[config.mk]
export PLATFORM = sky130hd
export DESIGN_NAME = score_fusion_median_flat
export DESIGN_NICKNAME = d
export VERILOG_FILES = /design/src/sfm_pkg.sv /design/src/sfm_ifs.sv /design/src/sfm_sort_cell.sv /design/src/sfm_median_pick.sv /design/src/score_fusion_median.sv /design/src/flat_wrapper.sv
export SDC_FILE = /design/constraint.sdc
export NUM_CORES = 2
export LEC_CHECK = 0
export ABC_AREA = 1
export BUFFER_PORTS_ARGS = -buffer_cell sky130_fd_sc_hd__buf_2
export CAP_MARGIN = 30
export CORE_MARGIN = 8
export CORE_UTILIZATION = 55
export DETAILED_ROUTE_END_ITERATION = 12
export MAX_ROUTING_LAYER = met4
export PLACE_DENSITY = 0.79
export SYNTH_ARGS = -nofsm -noshare
export SYNTH_HDL_FRONTEND = slang
export SYNTH_SLANG_ARGS = --single-unit
[constraint.sdc]
create_clock -name clk -period 22.6 [get_ports clk]
set_input_delay 2.26 -clock clk [delete_from_list [all_inputs] [get_ports clk]]
set_output_delay 2.26 -clock clk [all_outputs]
set_load 0.05 [all_outputs]
[src/sfm_pkg.sv]
// Shared constants for the median score fusion block.
`default_nettype none

package sfm_pkg;

  // Number of score fields that a row carries on the input channel.
  localparam int NUM_FIELDS = 8;

  // Default number of score columns that the block sorts.
  localparam int MAX_SCORES_DEFAULT = 8;

  // Default width of one signed Q16.16 score.
  localparam int SCORE_WIDTH_DEFAULT = 32;

  // Width of the presence mask on the input channel.
  localparam int MASK_WIDTH = 8;

  // Width and reset value of the num_scores register.
  localparam int CFG_WIDTH = 4;
  localparam logic [CFG_WIDTH-1:0] NUM_SCORES_RESET = 4'd8;

endpackage

`default_nettype wire

[src/sfm_ifs.sv]
// Handshake channel interfaces for score rows and median results.
`default_nettype none

interface score_row_if #(
  parameter int SCORE_WIDTH = sfm_pkg::SCORE_WIDTH_DEFAULT
);
  logic                                   valid;
  logic                                   ready;
  logic [sfm_pkg::MASK_WIDTH-1:0]         present_mask;
  logic signed [SCORE_WIDTH-1:0]          score_0;
  logic signed [SCORE_WIDTH-1:0]          score_1;
  logic signed [SCORE_WIDTH-1:0]          score_2;
  logic signed [SCORE_WIDTH-1:0]          score_3;
  logic signed [SCORE_WIDTH-1:0]          score_4;
  logic signed [SCORE_WIDTH-1:0]          score_5;
  logic signed [SCORE_WIDTH-1:0]          score_6;
  logic signed [SCORE_WIDTH-1:0]          score_7;

  modport source (
    output valid, present_mask, score_0, score_1, score_2, score_3,
           score_4, score_5, score_6, score_7,
    input  ready
  );

  modport sink (
    input  valid, present_mask, score_0, score_1, score_2, score_3,
           score_4, score_5, score_6, score_7,
    output ready
  );
endinterface

interface median_if #(
  parameter int SCORE_WIDTH = sfm_pkg::SCORE_WIDTH_DEFAULT
);
  logic                          valid;
  logic                          ready;
  logic signed [SCORE_WIDTH-1:0] median;

  modport source (output valid, median, input ready);
  modport sink (input valid, median, output ready);
endinterface

`default_nettype wire

[src/sfm_sort_cell.sv]
// One compare-exchange layer of the odd-even transposition sorter, registered.
`default_nettype none

module sfm_sort_cell #(
  parameter int MAX_SCORES = sfm_pkg::MAX_SCORES_DEFAULT,
  parameter int KEY_WIDTH  = sfm_pkg::SCORE_WIDTH_DEFAULT + 1,
  parameter int PARITY     = 0
) (
  input  wire logic                                  clk,
  input  wire logic                                  rst,
  input  wire logic                                  in_valid,
  output logic                                       in_ready,
  input  wire logic [MAX_SCORES-1:0][KEY_WIDTH-1:0]  in_keys,
  output logic                                       out_valid,
  input  wire logic                                  out_ready,
  output logic [MAX_SCORES-1:0][KEY_WIDTH-1:0]       out_keys
);

  logic [MAX_SCORES-1:0][KEY_WIDTH-1:0] keys_next;

  // The stage takes a new row when it is empty or its row moves on.
  assign in_ready = !out_valid || out_ready;

  // Neighbor pairs of this layer's parity are swapped when out of order.
  for (genvar i = 0; i < MAX_SCORES; i++) begin : g_slot
    if ((i % 2) == PARITY && (i + 1) < MAX_SCORES) begin : g_low
      assign keys_next[i] = ($signed(in_keys[i]) > $signed(in_keys[i+1])) ?
                            in_keys[i+1] : in_keys[i];
    end else if ((i % 2) != PARITY && i > 0) begin : g_high
      assign keys_next[i] = ($signed(in_keys[i-1]) > $signed(in_keys[i])) ?
                            in_keys[i-1] : in_keys[i];
    end else begin : g_pass
      assign keys_next[i] = in_keys[i];
    end
  end

  // Valid flag of the stage.
  always_ff @(posedge clk) begin
    if (rst) begin
      out_valid <= 1'b0;
    end else if (in_ready) begin
      out_valid <= in_valid;
    end
  end

  // Row payload, loaded on each transfer into the stage.
  always_ff @(posedge clk) begin
    if (in_valid && in_ready) begin
      out_keys <= keys_next;
    end
  end

endmodule

`default_nettype wire

[src/sfm_median_pick.sv]
// Picks the middle values of a sorted row and forms the floored median.
`default_nettype none

module sfm_median_pick #(
  parameter int MAX_SCORES  = sfm_pkg::MAX_SCORES_DEFAULT,
  parameter int SCORE_WIDTH = sfm_pkg::SCORE_WIDTH_DEFAULT,
  parameter int CNT_WIDTH   = $clog2(MAX_SCORES + 1)
) (
  input  wire logic                                      clk,
  input  wire logic                                      rst,
  input  wire logic                                      in_valid,
  output logic                                           in_ready,
  input  wire logic [MAX_SCORES-1:0][SCORE_WIDTH:0]      in_keys,
  input  wire logic [CNT_WIDTH-1:0]                      num_used,
  output logic                                           out_valid,
  input  wire logic                                      out_ready,
  output logic signed [SCORE_WIDTH-1:0]                  median
);

  localparam int IDX_WIDTH = (MAX_SCORES > 1) ? $clog2(MAX_SCORES) : 1;

  logic [CNT_WIDTH-1:0]          lo_cnt;
  logic [CNT_WIDTH-1:0]          hi_cnt;
  logic [IDX_WIDTH-1:0]          lo_idx;
  logic [IDX_WIDTH-1:0]          hi_idx;
  logic signed [SCORE_WIDTH-1:0] lo_val;
  logic signed [SCORE_WIDTH-1:0] hi_val;
  logic signed [SCORE_WIDTH:0]   pair_sum;
  logic signed [SCORE_WIDTH-1:0] median_next;

  assign in_ready = !out_valid || out_ready;

  // The middle slots are (n-1)/2 and n/2; they coincide for an odd count.
  assign lo_cnt = (num_used - CNT_WIDTH'(1)) >> 1;
  assign hi_cnt = num_used >> 1;
  assign lo_idx = IDX_WIDTH'(lo_cnt);
  assign hi_idx = IDX_WIDTH'(hi_cnt);

  // Used slots hold real scores, so the low bits carry the full value.
  assign lo_val = in_keys[lo_idx][SCORE_WIDTH-1:0];
  assign hi_val = in_keys[hi_idx][SCORE_WIDTH-1:0];

  // Sum at one extra bit, then an arithmetic shift floors the halving.
  assign pair_sum = {lo_val[SCORE_WIDTH-1], lo_val} + {hi_val[SCORE_WIDTH-1], hi_val};

  always_comb begin
    if (num_used == '0) begin
      median_next = '0;
    end else begin
      median_next = pair_sum[SCORE_WIDTH:1];
    end
  end

  // Output register valid flag.
  always_ff @(posedge clk) begin
    if (rst) begin
      out_valid <= 1'b0;
    end else if (in_ready) begin
      out_valid <= in_valid;
    end
  end

  // Output register payload.
  always_ff @(posedge clk) begin
    if (in_valid && in_ready) begin
      median <= median_next;
    end
  end

endmodule

`default_nettype wire

[src/score_fusion_median.sv]
// Top level of the median score fusion block.
`default_nettype none

// Median score fusion: each row of up to MAX_SCORES signed scores passes
// through a chain of MAX_SCORES registered compare-exchange cells
// (odd-even transposition sort) and a registered median picker. One row is
// accepted per clock cycle while the first cell has room, and the row is
// registered by each sort cell in turn and then by the picker. Each stage
// holds one row and moves it on as soon as the next stage has room, so the
// input keeps taking rows while a result waits at the output until every
// stage holds a row. Absent scores count as zero; slots beyond num_scores
// are filled with a value above every score so that they sort to the top
// and are never picked. The num_scores register (reset 8, saturating at
// MAX_SCORES) should only be written while no row is in flight.
module score_fusion_median #(
  parameter int MAX_SCORES  = sfm_pkg::MAX_SCORES_DEFAULT,
  parameter int SCORE_WIDTH = sfm_pkg::SCORE_WIDTH_DEFAULT
) (
  input  wire logic                          clk,
  input  wire logic                          rst,
  input  wire logic                          cfg_we,
  input  wire logic [sfm_pkg::CFG_WIDTH-1:0] cfg_data,
  score_row_if.sink                          row_in,
  median_if.source                           median_out
);

  localparam int KEY_WIDTH = SCORE_WIDTH + 1;
  localparam int CNT_WIDTH = $clog2(MAX_SCORES + 1);
  localparam logic [KEY_WIDTH-1:0] KEY_FILL = {1'b0, {SCORE_WIDTH{1'b1}}};

  logic [sfm_pkg::CFG_WIDTH-1:0]                 num_scores;
  logic [CNT_WIDTH-1:0]                          num_used;
  logic [sfm_pkg::NUM_FIELDS-1:0][SCORE_WIDTH-1:0] fields;
  logic [MAX_SCORES-1:0][KEY_WIDTH-1:0]          row_keys;

  logic [MAX_SCORES:0]                           stage_valid;
  logic [MAX_SCORES:0]                           stage_ready;
  logic [MAX_SCORES:0][MAX_SCORES-1:0][KEY_WIDTH-1:0] stage_keys;

  // Score count register.
  always_ff @(posedge clk) begin
    if (rst) begin
      num_scores <= sfm_pkg::NUM_SCORES_RESET;
    end else if (cfg_we) begin
      num_scores <= cfg_data;
    end
  end

  // Counts above the number of columns saturate.
  assign num_used = (num_scores > sfm_pkg::CFG_WIDTH'(MAX_SCORES)) ?
                    CNT_WIDTH'(MAX_SCORES) : num_scores[CNT_WIDTH-1:0];

  assign fields[0] = row_in.score_0;
  assign fields[1] = row_in.score_1;
  assign fields[2] = row_in.score_2;
  assign fields[3] = row_in.score_3;
  assign fields[4] = row_in.score_4;
  assign fields[5] = row_in.score_5;
  assign fields[6] = row_in.score_6;
  assign fields[7] = row_in.score_7;

  // Build sort keys: sign-extended score, zero when absent, fill when unused.
  for (genvar i = 0; i < MAX_SCORES; i++) begin : g_key
    always_comb begin
      if (num_used <= CNT_WIDTH'(i)) begin
        row_keys[i] = KEY_FILL;
      end else if (row_in.present_mask[i]) begin
        row_keys[i] = {fields[i][SCORE_WIDTH-1], fields[i]};
      end else begin
        row_keys[i] = '0;
      end
    end
  end

  assign stage_valid[0] = row_in.valid;
  assign row_in.ready   = stage_ready[0];
  assign stage_keys[0]  = row_keys;

  // Chain of sorting cells with alternating pair parity.
  for (genvar s = 0; s < MAX_SCORES; s++) begin : g_cell
    sfm_sort_cell #(
      .MAX_SCORES (MAX_SCORES),
      .KEY_WIDTH  (KEY_WIDTH),
      .PARITY     (s % 2)
    ) u_cell (
      .clk       (clk),
      .rst       (rst),
      .in_valid  (stage_valid[s]),
      .in_ready  (stage_ready[s]),
      .in_keys   (stage_keys[s]),
      .out_valid (stage_valid[s+1]),
      .out_ready (stage_ready[s+1]),
      .out_keys  (stage_keys[s+1])
    );
  end

  // Median selection and output register.
  sfm_median_pick #(
    .MAX_SCORES  (MAX_SCORES),
    .SCORE_WIDTH (SCORE_WIDTH),
    .CNT_WIDTH   (CNT_WIDTH)
  ) u_pick (
    .clk       (clk),
    .rst       (rst),
    .in_valid  (stage_valid[MAX_SCORES]),
    .in_ready  (stage_ready[MAX_SCORES]),
    .in_keys   (stage_keys[MAX_SCORES]),
    .num_used  (num_used),
    .out_valid (median_out.valid),
    .out_ready (median_out.ready),
    .median    (median_out.median)
  );

endmodule

`default_nettype wire
[src/flat_wrapper.sv]
// flat-port wrapper written by rule: the top's interface ports become plain ports
module score_fusion_median_flat 
#(
  parameter int MAX_SCORES  = sfm_pkg::MAX_SCORES_DEFAULT,
  parameter int SCORE_WIDTH = sfm_pkg::SCORE_WIDTH_DEFAULT
)
  (clk, rst, cfg_we, cfg_data, row_in_valid, row_in_present_mask, row_in_score_0, row_in_score_1, row_in_score_2, row_in_score_3, row_in_score_4, row_in_score_5, row_in_score_6, row_in_score_7, row_in_ready, median_out_valid, median_out_median, median_out_ready);
  score_row_if #(.SCORE_WIDTH(SCORE_WIDTH)) row_in_i ();
  median_if #(.SCORE_WIDTH(SCORE_WIDTH)) median_out_i ();
  input  wire logic clk;
  input  wire logic rst;
  input  wire logic cfg_we;
  input  wire logic [sfm_pkg::CFG_WIDTH-1:0] cfg_data;
  input wire logic [$bits(row_in_i.valid)-1:0] row_in_valid;
  input wire logic [$bits(row_in_i.present_mask)-1:0] row_in_present_mask;
  input wire logic [$bits(row_in_i.score_0)-1:0] row_in_score_0;
  input wire logic [$bits(row_in_i.score_1)-1:0] row_in_score_1;
  input wire logic [$bits(row_in_i.score_2)-1:0] row_in_score_2;
  input wire logic [$bits(row_in_i.score_3)-1:0] row_in_score_3;
  input wire logic [$bits(row_in_i.score_4)-1:0] row_in_score_4;
  input wire logic [$bits(row_in_i.score_5)-1:0] row_in_score_5;
  input wire logic [$bits(row_in_i.score_6)-1:0] row_in_score_6;
  input wire logic [$bits(row_in_i.score_7)-1:0] row_in_score_7;
  output wire logic [$bits(row_in_i.ready)-1:0] row_in_ready;
  output wire logic [$bits(median_out_i.valid)-1:0] median_out_valid;
  output wire logic [$bits(median_out_i.median)-1:0] median_out_median;
  input wire logic [$bits(median_out_i.ready)-1:0] median_out_ready;
  assign row_in_i.valid = row_in_valid;
  assign row_in_i.present_mask = row_in_present_mask;
  assign row_in_i.score_0 = row_in_score_0;
  assign row_in_i.score_1 = row_in_score_1;
  assign row_in_i.score_2 = row_in_score_2;
  assign row_in_i.score_3 = row_in_score_3;
  assign row_in_i.score_4 = row_in_score_4;
  assign row_in_i.score_5 = row_in_score_5;
  assign row_in_i.score_6 = row_in_score_6;
  assign row_in_i.score_7 = row_in_score_7;
  assign row_in_ready = row_in_i.ready;
  assign median_out_valid = median_out_i.valid;
  assign median_out_median = median_out_i.median;
  assign median_out_i.ready = median_out_ready;
  score_fusion_median #(.MAX_SCORES(MAX_SCORES), .SCORE_WIDTH(SCORE_WIDTH)) u_core (.clk(clk), .rst(rst), .cfg_we(cfg_we), .cfg_data(cfg_data), .row_in(row_in_i), .median_out(median_out_i));
endmodule
==> impl_metrics.py <==
metrics = {
    "timing": {
        "finalHoldViolCount": 0,
        "rsz0062_at_grt": "no",
        "skew_ns": 0.0422,
        "tns_ns": 0,
        "setup_viol": 0,
        "fmax_mhz": 128,
        "fin_crit_ns": 7.79,
        "slew-limit-headroom_pct": 22.6,
        "report.final.slew_viol_count": 0,
        "worst_pin_slew_ns": 1.16,
        "min_period_over_period_pct": 34.5,
        "layout_setup_ws_ns": 14.81,
    },
    "floorplan": {
        "num_io_pins": 307,
        "rows": 172,
        "die_x_microns": 484,
        "core_area_sq_um": 219000,
        "die_area_sq_um": 235000,
        "initial_core_util_pct": 55.1,
        "die_y_microns": 484,
    },
    "logic_synthesis": {
        "synthTopCellsByCount": "nand2_1, edfxtp_1, nand3_1",
        "synth_cell_type_count": 54,
        "synthesis.area_sq_um": 121000,
        "synth_fp_nets": 14600,
        "ys_seq_area_share_pct": 53.3,
        "synth_compound_area_share_pct": 7.60,
        "syn_area_per_cell_sq_um": 9.06,
        "synth-simple-area-share_pct": 22.6,
        "synthXorXnorAreaFrac_pct": 0,
        "async_flop_share_pct": 0,
        "synth_top_cell_by_area": "edfxtp_1",
        "synth_edf_count": 2134,
        "synth.area.top_cells": "edfxtp_1, nand2_1, ha_1",
        "yosysMostFrequentCell": "nand2_1",
        "yosysTopAreaCellShare_pct": 53.1,
        "synth_warnings": 0,
        "synthMuxAreaShare_pct": 0,
        "synth_fa_ha_area_share_pct": 9.96,
        "ys_ff_latch": 2147,
        "syn_inst": 13300,
        "synthFlopType": "edfxtp_1",
        "synth_top_family_by_area": "simple AND/OR/NAND/NOR gates",
    },
    "cells_and_area": {
        "drive_gt1_share_pct": 6.07,
        "finalNonFillerCells": 16400,
        "finalInstanceArea_sq_um": 132000,
        "nets": 14600,
        "area_growth_pct": 9.14,
    },
    "grt": {
        "antenna_found_initial": 6,
        "overflow": 0,
        "grt_pass1_wl_microns": 534000,
        "grt_usage_pct": 30.5,
        "grt_pass1_vias": 87300,
        "grt_start_max_net_pins": 164,
    },
    "clock_network": {
        "cts_buffers": 215,
        "post_cts_buffers": 0,
        "cts_tree": "yes",
        "clk_pin_slew_ns": 0.07,
        "clock_tree.buffer_depth": 3,
        "post_cts_resized": 0,
        "ctsHoldBuffers": 0,
        "cts-root-buf": "clkbuf_16",
        "cts.sinks": 2147,
        "clk_latency_ns": 0.88,
        "cts.htree.levels": 4,
    },
    "detailed_routing": {
        "drt_iter0_drc": 10600,
        "ant_nets": 0,
        "num_vias": 95600,
        "drt_wl_total_microns": 363000,
        "via_per_inst": 5.83,
        "avgRoutedWirePerCell_microns": 22.2,
        "drc": 0,
        "dr.pass1.iters": 9,
    },
    "critical_path": {
        "max_stage_delay_ns": 0.70,
        "critPathTopFamily": "simple AND/OR/NAND/NOR gates",
        "arrival_ns": 5.53,
        "end_kind": "output pin",
        "critical_path.slowest_cell": "nor2_1",
        "required_ns": 20.34,
        "path_cells": "buf_2, nor2_1, inv_1, nor2_1, inv_1, nor2_1, inv_1, nor2_1, nand2_1, nor2_1, nand2_1, nor2_1, nand2_1, buf_2",
        "crit_type": "in -> out",
        "start_kind": "input port",
        "cpMostUsedCell": "nor2_1",
        "cp_num_buf_inv": 5,
        "path_max_fanout": 4,
    },
    "run": {
        "maxCapViolations": 0,
    },
    "power": {
        "powerDensity_nw_per_um2": 80.0,
        "p_leak_nw": 59.3,
        "p_total_w": 0.0105,
        "max-vdd-ir-drop_uv": 72.2,
    },
    "place": {
        "place_congestion": 1.03,
        "portBuffers": 306,
        "preCtsSetupSlack_ns": 14.75,
        "dp.cells": 16000,
        "hpwl_microns": 278000,
        "postPlaceCellArea_sq_um": 124000,
    },
    "hold_path": {
        "hold_path.class": "reg -> reg",
    },
    "outcome": {
        "status": "completed",
    },
}
[through the flow]
step	util (%)	hold slack [ns]
final	60.2	0.411
after global routing	60.2	0.415
after CTS	60.1	0.402
after detailed placement	56.8	0.405
after global placement	56.6	0.400
after floorplan	-	0.400
[placed cells by master (no fill, tap or decap), types with 25 or more instances in the layout]
cell type	n
nand3_1	1393
inv_1	1343
clkinv_1	40
ha_1	959
nor2_1	410
clkinv_2	25
a21oi_1	730
buf_2	306
nand2_1	4330
clkbuf_16	221
o211ai_1	35
nor4_1	63
nor3_1	73
buf_4	87
o21ai_0	727
edfxtp_1	2134
bufinv_16	30
clkbuf_1	27
o221ai_1	93
nand4_1	170
[area by class of cell]
| type | instances | area [sq um] |
|---|---|---|
| multi-input combinational | 9195 | 48600 |
| clock inverter | 148 | 1660 |
| tap | 2871 | 3590 |
| fill | 18200 | 87200 |
| clock buffer | 248 | 5630 |
| sequential | 2147 | 64300 |
| inverter | 1350 | 5100 |
| antenna | 10 | 25.0 |
| timing repair buffer | 416 | 2690 |
[per-layer routing]
metal	routed length [microns]	GRT usage [%]
met3	27200	3.59
met2	170000	48.8
met4	22100	15.1
met1	144000	38.9
met5	0	-
[worst paths after layout]
| check | startpoint | to | slack [ns] | depth (start not counted) |
|---|---|---|---|---|
| worst max-delay path | median_out_ready | row_in_ready | 14.81 | 14 |
| worst min-delay path | u_core.g_cell[0].u_cell.out_keys[233] | u_core.g_cell[1].u_cell.out_keys[233] | 0.41 | 0 |
| worst max register to register | u_core.num_scores[1] | u_core.u_pick.median[31] | 15.62 | 28 |
| worst min register to register | u_core.g_cell[0].u_cell.out_keys[233] | u_core.g_cell[1].u_cell.out_keys[233] | 0.41 | 0 |
[registers in the layout, summed over array words and instances, names as in the netlist]
register / flops
u_core.g_cell.u_cell.out_valid: 8
u_core.u_pick.median: 32
u_core.g_cell.u_cell.out_keys: 2102
u_core.u_pick.out_valid: 1
u_core.num_scores: 4
[report_power, final]
part	switching (W)	internal (W)	leakage, nW	total [W]
sequential	0.000259	0.00473	19.9	0.00499
clock	0.00155	0.00214	3.51	0.00369
combinational	0.00129	0.000569	35.9	0.00186
total	0.00310	0.00743	59.3	0.0105
[logic make-up after synthesis]
group	count (synthesis)
buf+inv	1976
simple gates	6537
compound gates	1698
fa+ha+maj	960
flops	2147
Power figures use the tool's default switching activity.
